**src/rtl/core/fcsp_pkg.sv**
```systemverilog
`timescale 1ns / 1ps

package fcsp_pkg;

  // Kind of a decoded result item.
  typedef enum logic [2:0] {
    KIND_ANALOG_WRITE  = 3'd0,
    KIND_PORT_WRITE    = 3'd1,
    KIND_PIN_MODE      = 3'd2,
    KIND_PIN_VALUE     = 3'd3,
    KIND_REPORT_ANALOG = 3'd4,
    KIND_REPORT_DIGIT  = 3'd5,
    KIND_SYSEX_BYTE    = 3'd6,
    KIND_SYSEX_END     = 3'd7
  } kind_t;

  // Status byte codes of the host protocol.
  localparam logic [7:0] ST_ANALOG_WRITE  = 8'hE0;
  localparam logic [7:0] ST_PORT_WRITE    = 8'h90;
  localparam logic [7:0] ST_PIN_MODE      = 8'hF4;
  localparam logic [7:0] ST_PIN_VALUE     = 8'hF5;
  localparam logic [7:0] ST_REPORT_ANALOG = 8'hC0;
  localparam logic [7:0] ST_REPORT_DIGIT  = 8'hD0;
  localparam logic [7:0] ST_SYSEX_START   = 8'hF0;
  localparam logic [7:0] ST_SYSEX_END     = 8'hF7;
  localparam logic [7:0] ST_SYSTEM_LIMIT  = 8'hF0;

  // Record handed from the parser to the formatter.
  // For a sysex byte, d0 carries the byte itself.
  typedef struct packed {
    kind_t       kind;
    logic [3:0]  channel;
    logic [7:0]  d0;
    logic [7:0]  d1;
    logic [7:0]  d2;
    logic [7:0]  pos;
    logic        ovf;
  } cmd_rec_t;

endpackage

```
**src/rtl/core/fcsp_ifs.sv**
```systemverilog
`timescale 1ns / 1ps

interface fcsp_in_if;
  logic       valid;
  logic       ready;
  logic [7:0] rx_byte;

  modport source (output valid, output rx_byte, input ready);
  modport sink   (input valid, input rx_byte, output ready);
endinterface

interface fcsp_out_if;
  logic        valid;
  logic        ready;
  logic [2:0]  kind;
  logic [3:0]  channel;
  logic [6:0]  pin_number;
  logic [13:0] value;
  logic [9:0]  frequency;
  logic [7:0]  position;
  logic        overflow;

  modport source (output valid, output kind, output channel, output pin_number,
                  output value, output frequency, output position, output overflow,
                  input ready);
  modport sink   (input valid, input kind, input channel, input pin_number,
                  input value, input frequency, input position, input overflow,
                  output ready);
endinterface

```
**src/rtl/core/fcsp_front.sv**
```systemverilog
`timescale 1ns / 1ps

module fcsp_front #(
  parameter int SYSEX_BUFFER_BYTES = 64
) (
  input  logic             clk,
  input  logic             rst_n,
  fcsp_in_if.sink          in_ch,
  input  logic             push_ready,
  output logic             push_valid,
  output fcsp_pkg::cmd_rec_t push_rec
);

  logic       in_sysex_r, in_sysex_nxt;
  logic [1:0] awaited_r, awaited_nxt;
  logic [2:0] pending_r, pending_nxt;
  logic [3:0] chan_r, chan_nxt;
  logic [7:0] sx_count_r, sx_count_nxt;
  logic [7:0] data_r [3];
  logic [7:0] data_nxt [3];

  logic       fire;
  logic [7:0] b;
  logic [7:0] cmd;
  logic       ovf;

  assign in_ch.ready = push_ready;
  assign fire        = in_ch.valid && push_ready;
  assign b           = in_ch.rx_byte;
  assign ovf         = int'(sx_count_r) >= SYSEX_BUFFER_BYTES;

  always_comb begin
    in_sysex_nxt = in_sysex_r;
    awaited_nxt  = awaited_r;
    pending_nxt  = pending_r;
    chan_nxt     = chan_r;
    sx_count_nxt = sx_count_r;
    data_nxt     = data_r;
    cmd          = b;
    push_valid   = 1'b0;
    push_rec     = '0;

    if (in_sysex_r) begin
      if (b == fcsp_pkg::ST_SYSEX_END) begin
        in_sysex_nxt  = 1'b0;
        push_valid    = fire;
        push_rec.kind = fcsp_pkg::KIND_SYSEX_END;
        push_rec.pos  = sx_count_r;
      end else begin
        // The first few frame bytes also land in the data byte store.
        if (!ovf && sx_count_r < 8'd3) begin
          data_nxt[sx_count_r[1:0]] = b;
        end
        if (sx_count_r != 8'hFF) begin
          sx_count_nxt = sx_count_r + 8'd1;
        end
        push_valid    = fire;
        push_rec.kind = fcsp_pkg::KIND_SYSEX_BYTE;
        push_rec.d0   = b;
        push_rec.pos  = sx_count_r;
        push_rec.ovf  = ovf;
      end
    end else if (awaited_r != 2'd0 && !b[7]) begin
      // Data bytes fill from the highest slot down.
      awaited_nxt           = awaited_r - 2'd1;
      data_nxt[awaited_nxt] = b;
      if (awaited_nxt == 2'd0 && pending_r != 3'd0) begin
        pending_nxt      = 3'd0;
        push_valid       = fire;
        push_rec.kind    = fcsp_pkg::kind_t'(pending_r - 3'd1);
        push_rec.channel = chan_r;
        push_rec.d0      = data_nxt[0];
        push_rec.d1      = data_nxt[1];
        push_rec.d2      = data_nxt[2];
      end
    end else begin
      if (b < fcsp_pkg::ST_SYSTEM_LIMIT) begin
        cmd      = {b[7:4], 4'h0};
        chan_nxt = b[3:0];
      end
      unique case (cmd)
        fcsp_pkg::ST_ANALOG_WRITE: begin
          awaited_nxt = 2'd3;
          pending_nxt = 3'(fcsp_pkg::KIND_ANALOG_WRITE) + 3'd1;
        end
        fcsp_pkg::ST_PORT_WRITE: begin
          awaited_nxt = 2'd2;
          pending_nxt = 3'(fcsp_pkg::KIND_PORT_WRITE) + 3'd1;
        end
        fcsp_pkg::ST_PIN_MODE: begin
          awaited_nxt = 2'd2;
          pending_nxt = 3'(fcsp_pkg::KIND_PIN_MODE) + 3'd1;
        end
        fcsp_pkg::ST_PIN_VALUE: begin
          awaited_nxt = 2'd2;
          pending_nxt = 3'(fcsp_pkg::KIND_PIN_VALUE) + 3'd1;
        end
        fcsp_pkg::ST_REPORT_ANALOG: begin
          awaited_nxt = 2'd1;
          pending_nxt = 3'(fcsp_pkg::KIND_REPORT_ANALOG) + 3'd1;
        end
        fcsp_pkg::ST_REPORT_DIGIT: begin
          awaited_nxt = 2'd1;
          pending_nxt = 3'(fcsp_pkg::KIND_REPORT_DIGIT) + 3'd1;
        end
        fcsp_pkg::ST_SYSEX_START: begin
          in_sysex_nxt = 1'b1;
          sx_count_nxt = 8'd0;
        end
        default: begin
        end
      endcase
    end
  end

  always_ff @(posedge clk) begin
    if (!rst_n) begin
      in_sysex_r <= 1'b0;
      awaited_r  <= 2'd0;
      pending_r  <= 3'd0;
      chan_r     <= 4'd0;
      sx_count_r <= 8'd0;
    end else if (fire) begin
      in_sysex_r <= in_sysex_nxt;
      awaited_r  <= awaited_nxt;
      pending_r  <= pending_nxt;
      chan_r     <= chan_nxt;
      sx_count_r <= sx_count_nxt;
    end
  end

  always_ff @(posedge clk) begin
    if (fire) begin
      data_r <= data_nxt;
    end
  end

endmodule

```
**src/rtl/core/fcsp_queue.sv**
```systemverilog
`timescale 1ns / 1ps

module fcsp_queue (
  input  logic               clk,
  input  logic               rst_n,
  input  logic               push_valid,
  output logic               push_ready,
  input  fcsp_pkg::cmd_rec_t push_rec,
  output logic               pop_valid,
  input  logic               pop_ready,
  output fcsp_pkg::cmd_rec_t pop_rec
);

  localparam int Depth = 2;

  fcsp_pkg::cmd_rec_t mem_r [Depth];
  logic       wr_ptr_r, rd_ptr_r;
  logic [1:0] count_r;
  logic       do_push, do_pop;

  assign push_ready = count_r != 2'(Depth);
  assign pop_valid  = count_r != 2'd0;
  assign pop_rec    = mem_r[rd_ptr_r];
  assign do_push    = push_valid && push_ready;
  assign do_pop     = pop_valid && pop_ready;

  always_ff @(posedge clk) begin
    if (!rst_n) begin
      wr_ptr_r <= 1'b0;
      rd_ptr_r <= 1'b0;
      count_r  <= 2'd0;
    end else begin
      if (do_push) wr_ptr_r <= ~wr_ptr_r;
      if (do_pop)  rd_ptr_r <= ~rd_ptr_r;
      count_r <= count_r + 2'(do_push) - 2'(do_pop);
    end
  end

  always_ff @(posedge clk) begin
    if (do_push) begin
      mem_r[wr_ptr_r] <= push_rec;
    end
  end

endmodule

```
**src/rtl/core/fcsp_back.sv**
```systemverilog
`timescale 1ns / 1ps

module fcsp_back (
  input  logic               clk,
  input  logic               rst_n,
  input  logic               pop_valid,
  output logic               pop_ready,
  input  fcsp_pkg::cmd_rec_t pop_rec,
  fcsp_out_if.source         out_ch
);

  logic        valid_r;
  logic [2:0]  kind_r, kind_nxt;
  logic [3:0]  chan_r, chan_nxt;
  logic [6:0]  pin_r, pin_nxt;
  logic [13:0] value_r, value_nxt;
  logic [9:0]  freq_r, freq_nxt;
  logic [7:0]  pos_r, pos_nxt;
  logic        ovf_r, ovf_nxt;
  logic [14:0] port_sum;

  assign pop_ready = !valid_r || out_ch.ready;
  assign port_sum  = {pop_rec.d0, 7'b0} + {7'b0, pop_rec.d1};

  always_comb begin
    kind_nxt  = 3'(pop_rec.kind);
    chan_nxt  = 4'd0;
    pin_nxt   = 7'd0;
    value_nxt = 14'd0;
    freq_nxt  = 10'd0;
    pos_nxt   = 8'd0;
    ovf_nxt   = 1'b0;
    unique case (pop_rec.kind)
      fcsp_pkg::KIND_ANALOG_WRITE: begin
        chan_nxt  = pop_rec.channel;
        value_nxt = {7'b0, pop_rec.d2[6:0]};
        freq_nxt  = {pop_rec.d1[2:0], pop_rec.d0[6:0]};
      end
      fcsp_pkg::KIND_PORT_WRITE: begin
        chan_nxt  = pop_rec.channel;
        value_nxt = port_sum[13:0];
      end
      fcsp_pkg::KIND_PIN_MODE, fcsp_pkg::KIND_PIN_VALUE: begin
        pin_nxt   = pop_rec.d1[6:0];
        value_nxt = {6'b0, pop_rec.d0};
      end
      fcsp_pkg::KIND_REPORT_ANALOG, fcsp_pkg::KIND_REPORT_DIGIT: begin
        chan_nxt  = pop_rec.channel;
        value_nxt = {6'b0, pop_rec.d0};
      end
      fcsp_pkg::KIND_SYSEX_BYTE: begin
        value_nxt = {6'b0, pop_rec.d0};
        pos_nxt   = pop_rec.pos;
        ovf_nxt   = pop_rec.ovf;
      end
      fcsp_pkg::KIND_SYSEX_END: begin
        pos_nxt = pop_rec.pos;
      end
      default: begin
      end
    endcase
  end

  always_ff @(posedge clk) begin
    if (!rst_n) begin
      valid_r <= 1'b0;
    end else if (pop_ready) begin
      valid_r <= pop_valid;
    end
  end

  always_ff @(posedge clk) begin
    if (pop_ready && pop_valid) begin
      kind_r  <= kind_nxt;
      chan_r  <= chan_nxt;
      pin_r   <= pin_nxt;
      value_r <= value_nxt;
      freq_r  <= freq_nxt;
      pos_r   <= pos_nxt;
      ovf_r   <= ovf_nxt;
    end
  end

  assign out_ch.valid      = valid_r;
  assign out_ch.kind       = kind_r;
  assign out_ch.channel    = chan_r;
  assign out_ch.pin_number = pin_r;
  assign out_ch.value      = value_r;
  assign out_ch.frequency  = freq_r;
  assign out_ch.position   = pos_r;
  assign out_ch.overflow   = ovf_r;

endmodule

```
**src/rtl/core/firmata_command_stream_parser_unit.sv**
```systemverilog
`timescale 1ns / 1ps

// Channel   Dir  Handshake     Payload
// in_ch     in   valid/ready   rx_byte[7:0]
// out_ch    out  valid/ready   kind, channel, pin_number, value, frequency,
//                              position, overflow
//
// One received byte is taken every cycle while the two-entry command queue
// has room; the parser settles each byte in the cycle it is accepted.
// A decoded command is written into the queue when its last byte is taken,
// then into the formatting register, one per cycle unless out_ch stalls.
// Reset is synchronous and active low; no clearing pass is needed.
// A stalled out_ch fills the queue, and only then is in_ch.ready dropped.
module firmata_command_stream_parser_unit #(
  parameter int SYSEX_BUFFER_BYTES = 64
) (
  input  logic       clk,
  input  logic       rst_n,
  fcsp_in_if.sink    in_ch,
  fcsp_out_if.source out_ch
);

  // The front parses status and data bytes and tracks sysex frames. It pushes
  // one record into the queue for every byte that completes a result.
  logic               push_valid;
  logic               push_ready;
  fcsp_pkg::cmd_rec_t push_rec;

  // The back pops records and formats the result fields into the output
  // register, which it holds until the sink takes the item.
  logic               pop_valid;
  logic               pop_ready;
  fcsp_pkg::cmd_rec_t pop_rec;

  fcsp_front #(
    .SYSEX_BUFFER_BYTES(SYSEX_BUFFER_BYTES)
  ) u_front (
    .clk        (clk),
    .rst_n      (rst_n),
    .in_ch      (in_ch),
    .push_ready (push_ready),
    .push_valid (push_valid),
    .push_rec   (push_rec)
  );

  fcsp_queue u_queue (
    .clk        (clk),
    .rst_n      (rst_n),
    .push_valid (push_valid),
    .push_ready (push_ready),
    .push_rec   (push_rec),
    .pop_valid  (pop_valid),
    .pop_ready  (pop_ready),
    .pop_rec    (pop_rec)
  );

  fcsp_back u_back (
    .clk       (clk),
    .rst_n     (rst_n),
    .pop_valid (pop_valid),
    .pop_ready (pop_ready),
    .pop_rec   (pop_rec),
    .out_ch    (out_ch)
  );

  // Reset leaves no result item pending at the output.
  a_reset_clears_out : assert property (@(posedge clk) !rst_n |=> !out_ch.valid)
    else $error("result item valid right after reset");

  // The parser must never push a record while the queue is full.
  a_no_push_when_full : assert property (@(posedge clk) disable iff (!rst_n)
    push_valid |-> push_ready)
    else $error("command record pushed into a full queue");

  // Only a sysex byte can carry the overflow flag.
  a_overflow_kind : assert property (@(posedge clk) disable iff (!rst_n)
    (out_ch.valid && out_ch.overflow) |->
      (out_ch.kind == 3'(fcsp_pkg::KIND_SYSEX_BYTE)))
    else $error("overflow flag set on a non-sysex item");

  // Only analog write carries a frequency.
  a_frequency_kind : assert property (@(posedge clk) disable iff (!rst_n)
    (out_ch.valid && out_ch.frequency != 10'd0) |->
      (out_ch.kind == 3'(fcsp_pkg::KIND_ANALOG_WRITE)))
    else $error("frequency set on an item other than analog write");

endmodule
```
**src/flat_wrapper.sv**
```systemverilog
// flat-port wrapper written by rule: the top's interface ports become plain ports
module firmata_command_stream_parser_unit_flat 
#(
  parameter int SYSEX_BUFFER_BYTES = 64
)
  (clk, rst_n, in_ch_valid, in_ch_rx_byte, in_ch_ready, out_ch_valid, out_ch_kind, out_ch_channel, out_ch_pin_number, out_ch_value, out_ch_frequency, out_ch_position, out_ch_overflow, out_ch_ready);
  fcsp_in_if in_ch_i ();
  fcsp_out_if out_ch_i ();
  input  logic clk;
  input  logic rst_n;
  input wire logic [$bits(in_ch_i.valid)-1:0] in_ch_valid;
  input wire logic [$bits(in_ch_i.rx_byte)-1:0] in_ch_rx_byte;
  output wire logic [$bits(in_ch_i.ready)-1:0] in_ch_ready;
  output wire logic [$bits(out_ch_i.valid)-1:0] out_ch_valid;
  output wire logic [$bits(out_ch_i.kind)-1:0] out_ch_kind;
  output wire logic [$bits(out_ch_i.channel)-1:0] out_ch_channel;
  output wire logic [$bits(out_ch_i.pin_number)-1:0] out_ch_pin_number;
  output wire logic [$bits(out_ch_i.value)-1:0] out_ch_value;
  output wire logic [$bits(out_ch_i.frequency)-1:0] out_ch_frequency;
  output wire logic [$bits(out_ch_i.position)-1:0] out_ch_position;
  output wire logic [$bits(out_ch_i.overflow)-1:0] out_ch_overflow;
  input wire logic [$bits(out_ch_i.ready)-1:0] out_ch_ready;
  assign in_ch_i.valid = in_ch_valid;
  assign in_ch_i.rx_byte = in_ch_rx_byte;
  assign in_ch_ready = in_ch_i.ready;
  assign out_ch_valid = out_ch_i.valid;
  assign out_ch_kind = out_ch_i.kind;
  assign out_ch_channel = out_ch_i.channel;
  assign out_ch_pin_number = out_ch_i.pin_number;
  assign out_ch_value = out_ch_i.value;
  assign out_ch_frequency = out_ch_i.frequency;
  assign out_ch_position = out_ch_i.position;
  assign out_ch_overflow = out_ch_i.overflow;
  assign out_ch_i.ready = out_ch_ready;
  firmata_command_stream_parser_unit #(.SYSEX_BUFFER_BYTES(SYSEX_BUFFER_BYTES)) u_core (.clk(clk), .rst_n(rst_n), .in_ch(in_ch_i), .out_ch(out_ch_i));
endmodule
```
**config.mk**
```make
export PLATFORM = sky130hd
export DESIGN_NAME = firmata_command_stream_parser_unit_flat
export DESIGN_NICKNAME = d
export VERILOG_FILES = /design/src/rtl/core/fcsp_pkg.sv /design/src/rtl/core/fcsp_ifs.sv /design/src/rtl/core/fcsp_front.sv /design/src/rtl/core/fcsp_queue.sv /design/src/rtl/core/fcsp_back.sv /design/src/rtl/core/firmata_command_stream_parser_unit.sv /design/src/flat_wrapper.sv
export SDC_FILE = /design/constraint.sdc
export NUM_CORES = 1
export LEC_CHECK = 0
export BUFFER_PORTS_ARGS = -buffer_cell sky130_fd_sc_hd__buf_2
export CORE_UTILIZATION = 35
export DETAILED_ROUTE_END_ITERATION = 10
export PLACE_DENSITY = 0.5
export SYNTH_ARGS = -nofsm -noshare
export SYNTH_HDL_FRONTEND = slang
export SYNTH_SLANG_ARGS = --single-unit
```
**constraint.sdc**
```tcl
create_clock -name clk -period 5.3 [get_ports clk]
set_input_delay 0.53 -clock clk [delete_from_list [all_inputs] [get_ports clk]]
set_output_delay 0.53 -clock clk [all_outputs]
set_load 0.02 [all_outputs]
```
; Word-level counts from Yosys, hierarchy flattened
; Memory sizes are Yosys's and may differ from the RTL's. A register that Yosys moved wholly into a read port is not among the register bits.
; Cells that the tools add are included.
; W data, S select, Z words.
[word_totals]
regBits = 94
latch_bits = 0
ram_bits = 80
romBits = 0
out_inout_bits = 49
elab_cells = 138
mem_count = 1
[classes]
add_sub_neg = 6
multipliers = 0
n_div = 0
n_lt_le_gt_ge = 7
n_eq_ne = 22
shift = 0
muxes = 45
bitwise = 6
reduce_logical = 32
[mem_list]
columns = memory, words, width, rd, rd_clocked_by_memory_dff, wr, line_no
row1 = u_core.u_queue.mem_r, 2, 40, 1, 1, 1, fcsp_queue.sv:16  ; fcsp_pkg::cmd_rec_t mem_r [Depth];
[ops]
columns = op, count
row1 = $mux W24, 4
row2 = $mux W8, 11
row3 = $eq A8 B8 Y1 const B, 8
row4 = $mux W31, 2
row5 = $bwmux W24, 2
row6 = $pmux W14 S3, 1
row7 = $demux W8 S2, 2
row8 = $pmux W3 S6, 1
row9 = $mux W16, 1
row10 = $add A14 B8 Y14, 1
row11 = $mux W1, 13
row12 = $eq A3 B3 Y1 const B, 4
row13 = $reduce_and A4 Y1, 3
row14 = $mux W3, 3
row15 = $mux W9, 1
row16 = $add A8 B1 Y8 const B, 1
row17 = $ge A8 B7 Y1 const B, 1
row18 = $logic_and A1 B1 Y1, 8
row19 = $lt A8 B2 Y1 const B, 1
row20 = $lt A8 B8 Y1 const B, 1
row21 = $mux W4, 2
row22 = $ne A8 B8 Y1 const B, 1
row23 = $reduce_bool A2 Y1, 4
row24 = $reduce_bool A7 Y1, 1
row25 = 26 further kinds, 41

; Depth between registers and ports, before layout
[depth]
word_depth = 10
depth_mapped = 11
depth_no_buf = 11

; By module
; A second synthesis with hierarchy kept.
[hier_totals]
cells_unflattened = 590
hier_area_um2 = 7618.6
[by_module_without_submodules]
columns = module, n_inst, cells_per_inst, area_each_um2, seq_area_each_um2
row1 = fcsp_queue, 1, 154, 3136.8, 2502.4
row2 = fcsp_front, 1, 295, 2416.1, 840.8
row3 = fcsp_back, 1, 141, 2065.7, 1431.4

; Least setup slack after synthesis
; Ideal clock, no wire load.
[synth_path]
path_kind = input to register
from = input port out_ch_ready
to = register u_core.u_queue.count_r[1]
setup_time_ps = 128
arrival_time_ps = 3713
path_slack_ps = 1460
cell_stages = 8
path_cell_list = nor2b_1 nor2_1 ha_1 inv_1 ha_1 xor2_1 xnor2_1 nor2_1
[synth_via]
elab_chain_cells = 3
[synth_lines]
columns = element, line_no
row1 = start: declaration, flat_wrapper.sv:22  ; input wire logic [$bits(out_ch_i.ready)-1:0] out_ch_ready;
row2 = $logic_or A1 B1 Y1, fcsp_back.sv:22  ; assign pop_ready = !valid_r || out_ch.ready;
row3 = $logic_and A1 B1 Y1, fcsp_queue.sv:25  ; assign do_pop = pop_valid && pop_ready;
row4 = named net u_core.u_queue.do_pop, fcsp_queue.sv:19  ; logic do_push, do_pop;
row5 = $sub A2 B1 Y2, fcsp_queue.sv:35  ; count_r <= count_r + 2'(do_push) - 2'(do_pop);
row6 = end signal: assignment, fcsp_queue.sv:35
row7 = end: declaration, fcsp_queue.sv:18  ; logic [1:0] count_r;
; The timed path passes the listed nets, and every way through them passes these cells.
; A chain may end at the register's enable or synchronous reset.

; Worst setup path after layout
[layout_path]
from = register u_core.u_front.awaited_r[0]
to = memory u_core.u_queue.mem_r[1][14] (netlist bit) (enable)
[layout_via]
elab_chain_cells = 9
word_cells_on_any_way = 11
cone_classes = add/sub (1) / mux (5) / reduce/logical (5)
[layout_lines]
columns = element, line_no
row1 = start: declaration, fcsp_front.sv:15  ; logic [1:0] awaited_r, awaited_nxt;
row2 = start signal: assignment, fcsp_front.sv:125  ; awaited_r <= awaited_nxt;
row3 = $sub A2 B1 Y2, fcsp_front.sv:65  ; awaited_nxt = awaited_r - 2'd1;
row4 = $logic_not A2 Y1, fcsp_front.sv:67  ; if (awaited_nxt == 2'd0 && pending_r != 3'd0) begin
row5 = $logic_and A1 B1 Y1, fcsp_front.sv:67
row6 = $mux W1, fcsp_front.sv:67
row7 = $mux W1 *, fcsp_front.sv:63  ; end else if (awaited_r != 2'd0 && !b[7]) begin
row8 = $mux W1 *, fcsp_front.sv:43  ; if (in_sysex_r) begin
row9 = $logic_and A1 B1 Y1 *, fcsp_queue.sv:24  ; assign do_push = push_valid && push_ready;
row10 = $mux W1 *, fcsp_queue.sv:40  ; if (do_push) begin
row11 = $mux W1 (implied by the code) *, fcsp_queue.sv:41  ; mem_r[wr_ptr_r] <= push_rec;
row12 = end: declaration, fcsp_queue.sv:16
; Mark *: on every way between the ends. The rest lies on a longest branch, timed or not.

==> impl_metrics.ini <==
[timing]
fmax_mhz = 327
tightest_slew_ps = 1130
fin_skew_ps = 9.92
setup_violations = 0
drv_slew = 0
rsz0062_at_grt = false
period_needed_ps = 3050
setup_tns_ps = 0
slew_headroom = 0.245
holdWs_ps = 480
period_share = 0.576
hold_viol_final = 0

[grt]
grt_max_degree = 54
grt_pass1_vias = 4308
grt_usage = 0.150
grt_antenna_before_repair = 0
grt_pass1_wl_um = 24300
overflow = 0

[detailed_routing]
viasPerCell = 4.98
vias = 4605
dr.first_iter.drc_count = 345
drtPass1Iterations = 5
drc = 0
wl_um = 15600
ant_nets = 0
wl_per_cell_um = 16.9

[place]
dp_hpwl_um = 10600
io_buffers = 60
dp.cells = 892
place.gp.congestion = 0.855

[synth]
synth_top_cells_by_area = edfxtp_1 (57%), dfxtp_1 (6.5%), mux2i_1 (5.7%), nor2_1 (3.4%), nand2_1 (2.5%)
netlist_instances = 593
synth.top_cell.area_share = 0.573
synth_cell_type_count = 53
ys_ff_latch = 164
avgSynthCellArea_um2 = 12.4
netlist_area_um2 = 7340
ys_warn_count = 0
synth_top_area_cell = edfxtp_1
postSynth.asyncResetShare = 0
synth_edf_count = 140
synthFlopType = edfxtp_1
synth.net_count = 619
yosysSeqAreaShare = 0.638

[final_layout]
final_cell_mix = edfxtp_1 (140), nor2_1 (63), buf_2 (60)
final_common_cell = edfxtp_1
layout-drive-gt1-share = 0.188
final_core_util = 0.414
fillCellCount = 1944
antennaDiodeCount = 0
nets = 667
area_growth_pct = 15.1
fin_cells = 924

[floorplanning]
pin_count = 61
die_x_um = 147
num_rows = 52
die_h_um = 147
initial_core_util = 0.359
dieArea_um2 = 21600
core_region_area_um2 = 20400

[setup_path]
path_max_fanout = 39
worstReg2RegStart = u_core.u_front.awaited_r[0]$_SDFFE_PN0P_
crit_chain = inv_1, ha_1, nor2_1, nand3_1, a21o_1, nor2_4
startpoint = u_core.u_front.awaited_r[0]$_SDFFE_PN0P_
required_ps = 5340
crit_type = reg -> reg
arrival_ps = 3090
cp-start-kind = flop
r2r_slack_ps = 2250
path_buf_inv = 1
endpoint_kind = flop
cpLargestDelayFamily = simple AND/OR/NAND/NOR gates
slowest_delay_ps = 880
slowest_stage = nor2_4

[clock_network]
cts_sinks = 164
clockRootBuffer = clkbuf_16
htree_levels = 4
cts-buffers-inserted = 17
clk_pin_slew_worst_paths_ps = 60
cts.repair.resized = 0
clock_latency_ps = 430
cts.hold.buffers_added = 0
cts_buffer_depth = 2
post_cts_buffers = 0
cts_tree = yes

[pwr]
cellPowerDensity_nw_per_um2 = 472
max-vdd-ir-drop_mv = 0.227
power.total_w = 0.00399
p_leak_nw = 2.87

[job]
maxCapViolations = 0

[outcome]
outcome = complete, no violations

[hold_path]
hp-class = in -> reg
holdCritStartpoint = out_ch_ready
power breakdown:
part	total [W]	switching [W]	leakage [nW]	internal (W)
Sequential	0.00174	0.0000707	1.43	0.00167
Combinational	0.00104	0.000698	1.16	0.000342
Clock	0.00121	0.000510	0.279	0.000697
Total	0.00399	0.00128	2.87	0.00271
cells in the mapped netlist, types with 2 or more instances:
cell type  count
mux2i_1       42
nor2b_2        4
a21oi_1       28
nand4_1        4
nand3_1       14
nor2b_1        8
mux2_2        10
dfxtp_1       24
xor2_1         5
nand2_1       49
o41ai_2        2
buf_1          4
o31ai_1        3
nor3_1        15
a21boi_0       3
o32ai_1        2
o221a_2        2
nor4_1         2
nand4b_1       2
o211ai_1       2
inv_1         18
clkbuf_1      17
ha_1          14
or3_1          4
a21o_1         4
nand2b_1      11
buf_6          2
xnor2_1        6
nor2_1        66
a31oi_1        2
buf_2         10
o21ai_0       25
o22ai_1        8
and2_1        13
and3_1         2
nor3b_1        2
a211oi_1       9
edfxtp_1     140
tightest hold or removal path, stage by stage:
cell and delay [ps]:
buf_2 80, nor2b_1 60, nor3_1 130, nor2_1 50
layout make-up:
cell class                 instances  area [um^2]  share of cell area
clock inverter                    15          156              0.0185
sequential                       164         4690               0.554
tap                              270          338              0.0400
clock buffer                      17          425              0.0503
timing repair buffer              63          323              0.0382
inverter                          19         73.8             0.00873
multi-input combinational        376         2450               0.290
worst paths after layout:
path,endpoint,cells past startpoint
setup / recovery,u_core.u_queue.mem_r[1][14]$_DFFE_PP_,6
hold / removal,u_core.u_back.out_ch.valid$_SDFFE_PN0N_,4
setup reg to reg,u_core.u_queue.mem_r[1][14]$_DFFE_PP_,6
hold reg to reg,u_core.u_front.chan_r[0]$_SDFFE_PN0P_,2
sequential cells by signal, summed over array words and instances, names as in the netlist, 2 cells and up, named ones only:
register / count
u_core.u_back.out_ch.value: 14
u_core.u_back.out_ch.frequency: 10
u_core.u_back.out_ch.pin_number: 7
u_core.u_back.out_ch.channel: 4
u_core.u_front.sx_count_r: 8
u_core.u_front.awaited_r: 2
u_core.u_front.pending_r: 3
u_core.u_front.chan_r: 4
u_core.u_back.out_ch.kind: 3
u_core.u_queue.count_r: 2
u_core.u_queue.mem_r: 78
u_core.u_front.data_r: 15
u_core.u_back.out_ch.position: 8
metal layers:
metal | track usage | up-vias | part of all wire
met2 | 0.215 | 126 | 0.43
met4 | 0.0625 | 0 | 0.015
met3 | 0.0366 | 19 | 0.050
met1 | 0.217 | 2197 | 0.50
met5 | 0 | - | 0
li1 | - | 2263 | -
through the flow:
step                      setup WS (ps)  instance area, um^2
after CTS                          2200                 8450
after global placement             2310                 7870
final                              2250                 8450
after floorplan                    1460                 7340
after global routing               1970                 8450
after detailed placement           2210                 7870
logic make-up (layout without fill, tap and decap cells):
logic type	count (synthesis)	count (layout)	share of synthesized area
adder cells (fa/ha/maj)	14	14	0.0239
buffers and inverters	53	114	0.0314
AND/OR/NAND/NOR	201	201	0.133
multiplexers	54	54	0.0775
flip-flops	164	164	0.638
XOR/XNOR	11	11	0.0131
AO/OA/AOI/OAI	96	96	0.0833
Power figures use the tool's default switching activity.
